## src/bprq_pkg.sv

```systemverilog
// bprq_pkg: shared types and constants for the buffer pool ready queue.
// Holds the operation and status codes and the request/result structs.
// No dependencies.
`default_nettype none

package bprq_pkg;

  localparam int unsigned OP_W     = 2;
  localparam int unsigned ID_W     = 8;
  localparam int unsigned STATUS_W = 3;
  localparam int unsigned COUNT_W  = 4;

  localparam logic [ID_W-1:0] NONE_ID = 8'hFF;

  typedef enum logic [OP_W-1:0] {
    OP_ALLOC   = 2'd0,
    OP_MARK    = 2'd1,
    OP_TAKE    = 2'd2,
    OP_RELEASE = 2'd3
  } op_e;

  typedef enum logic [STATUS_W-1:0] {
    ST_OK            = 3'd0,
    ST_DATA_AVAIL    = 3'd1,
    ST_NO_BUFFER     = 3'd2,
    ST_OUT_OF_RANGE  = 3'd3,
    ST_DOUBLE_MARK   = 3'd4,
    ST_EARLY_RELEASE = 3'd5,
    ST_NOT_ALLOCATED = 3'd6
  } status_e;

  typedef struct packed {
    op_e              operation;
    logic [ID_W-1:0]  request_id;
  } req_t;

  typedef struct packed {
    status_e            status;
    logic [ID_W-1:0]    granted_id;
    logic [COUNT_W-1:0] ready_count;
    logic               any_ready;
  } rsp_t;

endpackage

`default_nettype wire

```

## src/bprq_req_if.sv

```systemverilog
// bprq_req_if: request channel of the buffer pool ready queue.
// Carries valid/ready and the operation and request id.
// Depends on nothing.
`default_nettype none

interface bprq_req_if;
  logic       valid;
  logic       ready;
  logic [1:0] operation;
  logic [7:0] request_id;

  modport source (output valid, output operation, output request_id, input ready);
  modport sink   (input valid, input operation, input request_id, output ready);
endinterface

`default_nettype wire

```

## src/bprq_rsp_if.sv

```systemverilog
// bprq_rsp_if: result channel of the buffer pool ready queue.
// Carries valid/ready and status, granted id, ready count and any-ready flag.
// Depends on nothing.
`default_nettype none

interface bprq_rsp_if;
  logic       valid;
  logic       ready;
  logic [2:0] status;
  logic [7:0] granted_id;
  logic [3:0] ready_count;
  logic       any_ready;

  modport source (output valid, output status, output granted_id, output ready_count,
                  output any_ready, input ready);
  modport sink   (input valid, input status, input granted_id, input ready_count,
                  input any_ready, output ready);
endinterface

`default_nettype wire

```

## src/bprq_in_stage.sv

```systemverilog
// bprq_in_stage: input register of the request channel.
// Holds one request until the engine takes it.
// Depends on bprq_pkg.
`default_nettype none

module bprq_in_stage (
  input  wire logic          clk_i,
  input  wire logic          rst_ni,
  input  wire logic          valid_i,
  input  wire bprq_pkg::req_t req_i,
  output logic               ready_o,
  input  wire logic          take_i,
  output logic               valid_o,
  output bprq_pkg::req_t     req_o
);

  logic           valid_q, valid_d;
  bprq_pkg::req_t req_q;
  logic           load;

  assign ready_o = !valid_q || take_i;
  assign load    = valid_i && ready_o;
  assign valid_d = load || (valid_q && !take_i);

  always_ff @(posedge clk_i or negedge rst_ni) begin
    if (!rst_ni) begin
      valid_q <= 1'b0;
    end else begin
      valid_q <= valid_d;
    end
  end

  always_ff @(posedge clk_i) begin
    if (load) begin
      req_q <= req_i;
    end
  end

  assign valid_o = valid_q;
  assign req_o   = req_q;

endmodule

`default_nettype wire

```

## src/bprq_engine.sv

```systemverilog
// bprq_engine: pool state (free map, ready map, ready FIFO, pointers) and
// the single-pass update logic feeding the result register.
// Depends on bprq_pkg.
`default_nettype none

module bprq_engine #(
  parameter int unsigned NUM_BUFFERS = 8
) (
  input  wire logic           clk_i,
  input  wire logic           rst_ni,
  input  wire logic           valid_i,
  input  wire bprq_pkg::req_t req_i,
  output logic                take_o,
  input  wire logic           rsp_ready_i,
  output logic                rsp_valid_o,
  output bprq_pkg::rsp_t      rsp_o
);

  localparam int unsigned PTR_W = (NUM_BUFFERS > 1) ? $clog2(NUM_BUFFERS) : 1;
  localparam logic [PTR_W-1:0] LAST_PTR = PTR_W'(NUM_BUFFERS - 1);

  logic [NUM_BUFFERS-1:0] free_q, free_d;
  logic [NUM_BUFFERS-1:0] ready_q, ready_d;
  logic [PTR_W-1:0]       head_q, head_d;
  logic [PTR_W-1:0]       tail_q, tail_d;
  logic [PTR_W-1:0]       ready_fifo [NUM_BUFFERS];

  logic                   res_valid_q, res_valid_d;
  bprq_pkg::rsp_t         rsp_q, rsp_d;

  logic                   take;
  logic                   push;
  logic                   in_range;
  logic [NUM_BUFFERS-1:0] bit_mask;
  logic [NUM_BUFFERS-1:0] low_mask;
  logic [NUM_BUFFERS-1:0] ent_mask;
  logic [bprq_pkg::ID_W-1:0] low_idx;
  logic [PTR_W-1:0]       head_ent_q;
  logic [PTR_W-1:0]       rd_ptr;
  logic                   ready_hit;
  logic                   free_hit;
  logic [bprq_pkg::COUNT_W-1:0] pop_cnt;

  function automatic logic [PTR_W-1:0] ptr_next(input logic [PTR_W-1:0] p);
    ptr_next = (p == LAST_PTR) ? '0 : p + PTR_W'(1);
  endfunction

  assign take   = valid_i && (!res_valid_q || rsp_ready_i);
  assign take_o = take;

  assign in_range = req_i.request_id < bprq_pkg::ID_W'(NUM_BUFFERS);

  // head entry is prefetched for the pointer the next request will see
  assign rd_ptr = take ? head_d : head_q;

  always_comb begin
    low_idx = '0;
    for (int i = NUM_BUFFERS - 1; i >= 0; i--) begin
      bit_mask[i] = in_range && (req_i.request_id == bprq_pkg::ID_W'(i));
      ent_mask[i] = (head_ent_q == PTR_W'(i));
      if (free_q[i]) begin
        low_idx = bprq_pkg::ID_W'(i);
      end
    end
  end

  // isolate lowest set bit of the free map
  assign low_mask  = free_q & (~free_q + NUM_BUFFERS'(1));
  assign ready_hit = |(ready_q & bit_mask);
  assign free_hit  = |(free_q & bit_mask);

  always_comb begin
    free_d            = free_q;
    ready_d           = ready_q;
    head_d            = head_q;
    tail_d            = tail_q;
    push              = 1'b0;
    rsp_d.status      = bprq_pkg::ST_OK;
    rsp_d.granted_id  = req_i.request_id;
    case (req_i.operation)
      bprq_pkg::OP_ALLOC: begin
        if (free_q == '0) begin
          rsp_d.status     = bprq_pkg::ST_NO_BUFFER;
          rsp_d.granted_id = bprq_pkg::NONE_ID;
        end else begin
          free_d           = free_q & ~low_mask;
          rsp_d.granted_id = low_idx;
        end
      end
      bprq_pkg::OP_MARK: begin
        if (!in_range) begin
          rsp_d.status = bprq_pkg::ST_OUT_OF_RANGE;
        end else if (ready_hit) begin
          rsp_d.status = bprq_pkg::ST_DOUBLE_MARK;
        end else if (!free_hit) begin
          // marking a free id is silently ignored
          ready_d = ready_q | bit_mask;
          push    = 1'b1;
          tail_d  = ptr_next(tail_q);
        end
      end
      bprq_pkg::OP_TAKE: begin
        if (ready_q == '0) begin
          rsp_d.status     = bprq_pkg::ST_NO_BUFFER;
          rsp_d.granted_id = bprq_pkg::NONE_ID;
        end else begin
          head_d           = ptr_next(head_q);
          ready_d          = ready_q & ~ent_mask;
          rsp_d.status     = bprq_pkg::ST_DATA_AVAIL;
          rsp_d.granted_id = bprq_pkg::ID_W'(head_ent_q);
        end
      end
      bprq_pkg::OP_RELEASE: begin
        if (!in_range) begin
          rsp_d.status = bprq_pkg::ST_OUT_OF_RANGE;
        end else if (ready_hit) begin
          rsp_d.status = bprq_pkg::ST_EARLY_RELEASE;
        end else if (!free_hit) begin
          free_d = free_q | bit_mask;
        end else begin
          rsp_d.status = bprq_pkg::ST_NOT_ALLOCATED;
        end
      end
      default: begin
        rsp_d.status = bprq_pkg::ST_OK;
      end
    endcase

    pop_cnt = '0;
    for (int i = 0; i < NUM_BUFFERS; i++) begin
      pop_cnt = pop_cnt + bprq_pkg::COUNT_W'(ready_d[i]);
    end
    rsp_d.ready_count = pop_cnt;
    rsp_d.any_ready   = |ready_d;
  end

  assign res_valid_d = take || (res_valid_q && !rsp_ready_i);

  always_ff @(posedge clk_i or negedge rst_ni) begin
    if (!rst_ni) begin
      free_q      <= '1;
      ready_q     <= '0;
      head_q      <= '0;
      tail_q      <= '0;
      res_valid_q <= 1'b0;
    end else begin
      res_valid_q <= res_valid_d;
      if (take) begin
        free_q  <= free_d;
        ready_q <= ready_d;
        head_q  <= head_d;
        tail_q  <= tail_d;
      end
    end
  end

  always_ff @(posedge clk_i) begin
    if (take) begin
      rsp_q <= rsp_d;
    end
    if (take && push) begin
      ready_fifo[tail_q] <= req_i.request_id[PTR_W-1:0];
    end
    // a push into an empty FIFO lands right at the head
    if (take && push && (tail_q == rd_ptr)) begin
      head_ent_q <= req_i.request_id[PTR_W-1:0];
    end else begin
      head_ent_q <= ready_fifo[rd_ptr];
    end
  end

  assign rsp_valid_o = res_valid_q;
  assign rsp_o       = rsp_q;

endmodule

`default_nettype wire

```

## src/buffer_pool_ready_queue.sv

```systemverilog
// Buffer pool ready queue: allocate, mark ready, take ready, release.
// Path: an accepted request enters the input register, then one pass over the
// pool state, a single registered update, takes it into the result register.
// Throughput: one request per cycle while the result output is not stalled.
// Reset: every buffer free, nothing ready, FIFO pointers zero, both stages empty;
// FIFO entries are not cleared.
`default_nettype none

module buffer_pool_ready_queue #(
  parameter int unsigned NUM_BUFFERS = 8
) (
  input  wire logic   clk_i,
  input  wire logic   rst_ni,
  bprq_req_if.sink    req_i,
  bprq_rsp_if.source  rsp_o
);

  bprq_pkg::req_t in_req;
  bprq_pkg::req_t stage_req;
  bprq_pkg::rsp_t rsp;
  logic           stage_valid;
  logic           take;

  assign in_req.operation  = bprq_pkg::op_e'(req_i.operation);
  assign in_req.request_id = req_i.request_id;

  bprq_in_stage u_in_stage (
    .clk_i   (clk_i),
    .rst_ni  (rst_ni),
    .valid_i (req_i.valid),
    .req_i   (in_req),
    .ready_o (req_i.ready),
    .take_i  (take),
    .valid_o (stage_valid),
    .req_o   (stage_req)
  );

  bprq_engine #(
    .NUM_BUFFERS (NUM_BUFFERS)
  ) u_engine (
    .clk_i       (clk_i),
    .rst_ni      (rst_ni),
    .valid_i     (stage_valid),
    .req_i       (stage_req),
    .take_o      (take),
    .rsp_ready_i (rsp_o.ready),
    .rsp_valid_o (rsp_o.valid),
    .rsp_o       (rsp)
  );

  assign rsp_o.status      = rsp.status;
  assign rsp_o.granted_id  = rsp.granted_id;
  assign rsp_o.ready_count = rsp.ready_count;
  assign rsp_o.any_ready   = rsp.any_ready;

endmodule

`default_nettype wire
```

## src/flat_wrapper.sv

```systemverilog
// flat-port wrapper written by rule: the top's interface ports become plain ports
module buffer_pool_ready_queue_flat 
#(
  parameter int unsigned NUM_BUFFERS = 8
)
  (clk_i, rst_ni, req_i_valid, req_i_operation, req_i_request_id, req_i_ready, rsp_o_valid, rsp_o_status, rsp_o_granted_id, rsp_o_ready_count, rsp_o_any_ready, rsp_o_ready);
  bprq_req_if req_i_i ();
  bprq_rsp_if rsp_o_i ();
  input  wire logic clk_i;
  input  wire logic rst_ni;
  input wire logic [$bits(req_i_i.valid)-1:0] req_i_valid;
  input wire logic [$bits(req_i_i.operation)-1:0] req_i_operation;
  input wire logic [$bits(req_i_i.request_id)-1:0] req_i_request_id;
  output wire logic [$bits(req_i_i.ready)-1:0] req_i_ready;
  output wire logic [$bits(rsp_o_i.valid)-1:0] rsp_o_valid;
  output wire logic [$bits(rsp_o_i.status)-1:0] rsp_o_status;
  output wire logic [$bits(rsp_o_i.granted_id)-1:0] rsp_o_granted_id;
  output wire logic [$bits(rsp_o_i.ready_count)-1:0] rsp_o_ready_count;
  output wire logic [$bits(rsp_o_i.any_ready)-1:0] rsp_o_any_ready;
  input wire logic [$bits(rsp_o_i.ready)-1:0] rsp_o_ready;
  assign req_i_i.valid = req_i_valid;
  assign req_i_i.operation = req_i_operation;
  assign req_i_i.request_id = req_i_request_id;
  assign req_i_ready = req_i_i.ready;
  assign rsp_o_valid = rsp_o_i.valid;
  assign rsp_o_status = rsp_o_i.status;
  assign rsp_o_granted_id = rsp_o_i.granted_id;
  assign rsp_o_ready_count = rsp_o_i.ready_count;
  assign rsp_o_any_ready = rsp_o_i.any_ready;
  assign rsp_o_i.ready = rsp_o_ready;
  buffer_pool_ready_queue #(.NUM_BUFFERS(NUM_BUFFERS)) u_core (.clk_i(clk_i), .rst_ni(rst_ni), .req_i(req_i_i), .rsp_o(rsp_o_i));
endmodule
```

## config.mk

```make
export PLATFORM = sky130hd
export DESIGN_NAME = buffer_pool_ready_queue_flat
export DESIGN_NICKNAME = d
export VERILOG_FILES = /design/src/bprq_pkg.sv /design/src/bprq_req_if.sv /design/src/bprq_rsp_if.sv /design/src/bprq_in_stage.sv /design/src/bprq_engine.sv /design/src/buffer_pool_ready_queue.sv /design/src/flat_wrapper.sv
export SDC_FILE = /design/constraint.sdc
export NUM_CORES = 1
export LEC_CHECK = 0
export BUFFER_PORTS_ARGS = -buffer_cell sky130_fd_sc_hd__buf_2
export CAP_MARGIN = 20
export CORE_UTILIZATION = 30
export DETAILED_ROUTE_END_ITERATION = 12
export GPL_ROUTABILITY_DRIVEN = 0
export GPL_TIMING_DRIVEN = 1
export PLACE_DENSITY = 0.44
export REMOVE_ABC_BUFFERS = 1
export SYNTH_ARGS = -nofsm -noshare
export SYNTH_HDL_FRONTEND = slang
export SYNTH_SLANG_ARGS = --single-unit
```

## constraint.sdc

```tcl
create_clock -name clk_i -period 6.1 [get_ports clk_i]
set_input_delay 0.305 -clock clk_i [delete_from_list [all_inputs] [get_ports clk_i]]
set_output_delay 0.305 -clock clk_i [all_outputs]
set_load 0.01 [all_outputs]
```

==> results.cfg <==
[run_status]
status = complete, no violations

[cells_and_area]
nFillCells = 1231
syn_to_final_growth_pct = 17.7
diodes = 0
multiInputGateArea_mm2 = 0.00169
drive_gt1_share_pct = 22.7
regArea_mm2 = 0.00217
finalCoreUtilization_pct = 36.6
final_nets = 377

[setup_path]
end_kind = register
arrival_ps = 4750
required_ps = 6200
crit_type = register to register
crit_chain = mux2i_1 > mux4_2 > and3b_1 > a32oi_1 > inv_1 > fa_1 > inv_1 > fa_1 > fa_1 > inv_1 > ha_1 > inv_1 > fa_1 > inv_1
worst_path_largest_cell_delay_ps = 830
cp_slowest_cell = edfxtp_1
cp_max_fo = 23
cp-start-kind = register
critPathBufInv = 5
cp_common_cell = inv_1
cp_top_family = adder cells

[synthesis]
ys_warn_count = 0
ys_ff_latch = 77
yosys.cell_types.count = 61
synth_area_per_cell_um2 = 12.7
synth_edf_count = 50
yosys-top-cells-area = edfxtp_1, dfrtp_1, dfstp_2, ha_1, nand2_1
ys_seq_area_share_pct = 54.6
synth_flop_cell = edfxtp_1
synth.most_common_cell = edfxtp_1
synthCells = 312
yosysTopAreaCell = edfxtp_1
async_reset_ff_share_pct = 31.2
synth_top_area_share_pct = 37.8
synth_area_mm2 = 0.00398
synth.top_cells.by_count = edfxtp_1, nand2_1, inv_1

[clock_network]
root_buffer = clkbuf_16
path_clk_slew_ps = 60
cts_tree = done
ctsLongestPathBuffers = 2
htreeDepth = 3
clock_sinks = 77
post_cts_resized = 0
insertion_delay_ps = 340
cts_buffers = 9

[timing]
fin_crit_ps = 4650
maxSlewViolCount = 0
worst_pin_slew_ps = 767
finalSetupViolations = 0
tns_ps = 0
max_freq_mhz = 215
relSlewSlack_pct = 48.5
grt_setup_unrepaired = false
finalClockSkew_ps = 5.11
hold_viol = 0
final.period_utilization_pct = 76.2

[floorplan]
ios = 32
dieHeight_um = 117
fp.coreArea_mm2 = 0.0128
std_cell_rows = 41
die_width_um = 117
dieArea_mm2 = 0.0137
start_util_pct = 31.1

[global_route]
grt_pass1_wl_mm = 13.9
grt_pass1_vias = 2533
antenna_found_initial = 0
overflow = 0
track_usage_pct = 14.2
grt_max_degree = 25

[route]
detail_route.wl_per_cell_um = 16.6
drtPass1Iterations = 4
drt_wl_total_mm = 8.70
vias = 2560
drc = 0
via_per_inst = 4.89
first_iter_violations = 201
ant_nets = 0

[hold_path]
hold_class = input pin to register

[pwr]
peakVddDrop_mv = 0.132
power_density_mw_per_mm2 = 347
total_power_uw = 1620
p_leak_uw = 0.00178

[run]
max_cap_viol_count = 0

[place]
dp_hpwl_mm = 6.44
numPortBuffers = 31
flip-flops by register name, indices dropped and copies added (netlist names), named ones only:
name and flops:
u_core.u_engine.free_q 8, u_core.u_engine.head_q 3, u_core.u_engine.ready_fifo 24, u_core.u_engine.ready_q 8, u_core.u_engine.rsp_o 16, u_core.u_engine.rsp_valid_o 1
u_core.u_engine.tail_q 3, u_core.u_in_stage.req_o 10, u_core.u_in_stage.valid_o 1
power by group:
group / leakage [uW] / internal [uW] / switching, uW / total, uW
combinational: 0.000830 / 146 / 165 / 311
sequential: 0.000778 / 611 / 55.8 / 667
clock: 0.000175 / 439 / 207 / 646
worst register-to-register path, cell delays in order (launching register included):
cell	delay (ps)
edfxtp_1	830
mux2i_1	160
mux4_2	520
and3b_1	240
a32oi_1	290
inv_1	110
fa_1	520
inv_1	50
fa_1	490
fa_1	400
inv_1	60
ha_1	150
inv_1	60
fa_1	480
inv_1	40
per-layer routing:
layer / track usage, % / vias up / wire (um)
li1: - / 1249 / -
met1: 20.1 / 1234 / 4320
met2: 20.7 / 65 / 3800
met3: 2.63 / 12 / 415
met4: 7.09 / 0 / 161
met5: 0 / - / 0
layout by cell type, fill, tap and decap left out, types with 5 or more instances in the layout:
cell type,instances
and2_1,5
buf_2,31
a21o_1,6
dfstp_2,8
nor2b_1,8
nor3_1,7
a31oi_1,5
edfxtp_1,50
inv_1,18
nor4_1,6
dfrtp_1,16
o21ai_1,14
a21oi_1,16
ha_1,12
nor2_1,11
clkbuf_16,9
nand2b_1,7
nand2_1,31
nand3_1,5
stage by stage:
stage | area (um^2) | std cells | setup WS (ps) | hold slack, ps
floorplan | 3930 | 303 | 1850 | 9.41
global placement | 4310 | 507 | 1540 | 366
detailed placement | 4310 | 507 | 1470 | 355
CTS | 4680 | 524 | 1450 | 129
global route | 4680 | 524 | 1190 | 130
finish | 4680 | 524 | 1450 | 141
worst paths after layout:
kind                                                            from                               endpoint  slack (ps)  cells after the start
worst min-delay path                             req_i_request_id[6]   u_core.u_in_stage.req_o[6]$_DFFE_PP_         140                      1
max in group asynchronous                                     rst_ni    u_core.u_in_stage.valid_o$_DFF_PN0_        5150                      2
worst min register to register   u_core.u_in_stage.valid_o$_DFF_PN0_  u_core.u_engine.rsp_valid_o$_DFF_PN0_         490                      1
min in group asynchronous                                     rst_ni    u_core.u_engine.head_q[2]$_DFF_PN0_         530                      2
worst max-delay path            u_core.u_in_stage.req_o[2]$_DFFE_PP_     u_core.u_engine.rsp_o[2]$_DFFE_PP_        1450                     14
worst max register to register  u_core.u_in_stage.req_o[2]$_DFFE_PP_     u_core.u_engine.rsp_o[2]$_DFFE_PP_        1450                     14
layout make-up:
| type | instances | area share [%] |
|---|---|---|
| inverters | 18 | 1.44 |
| flip-flops and latches | 77 | 46.4 |
| well taps | 172 | 4.60 |
| repair buffers | 33 | 3.69 |
| clock inverters | 7 | 2.94 |
| clock buffers | 9 | 4.81 |
| multi-input cells | 208 | 36.1 |
cell families after synthesis:
logic type / Yosys count / synth area share [%]
AOI/OAI and AO/OA: 65 / 11.4
xor gates and xnor gates: 1 / 0.220
adders and majority gates: 16 / 5.79
buffers and inverters: 27 / 2.90
DFF: 77 / 54.6
muxes: 20 / 8.84
and+or+nand+nor: 106 / 16.2
timing repair:
| item | CTS | global route |
|---|---|---|
| setup buffers | 0 | 0 |
| hold endpoints to repair | 16 | 0 |
| hold buffers | 1 | 0 |
(Power assumes the default switching activity.)
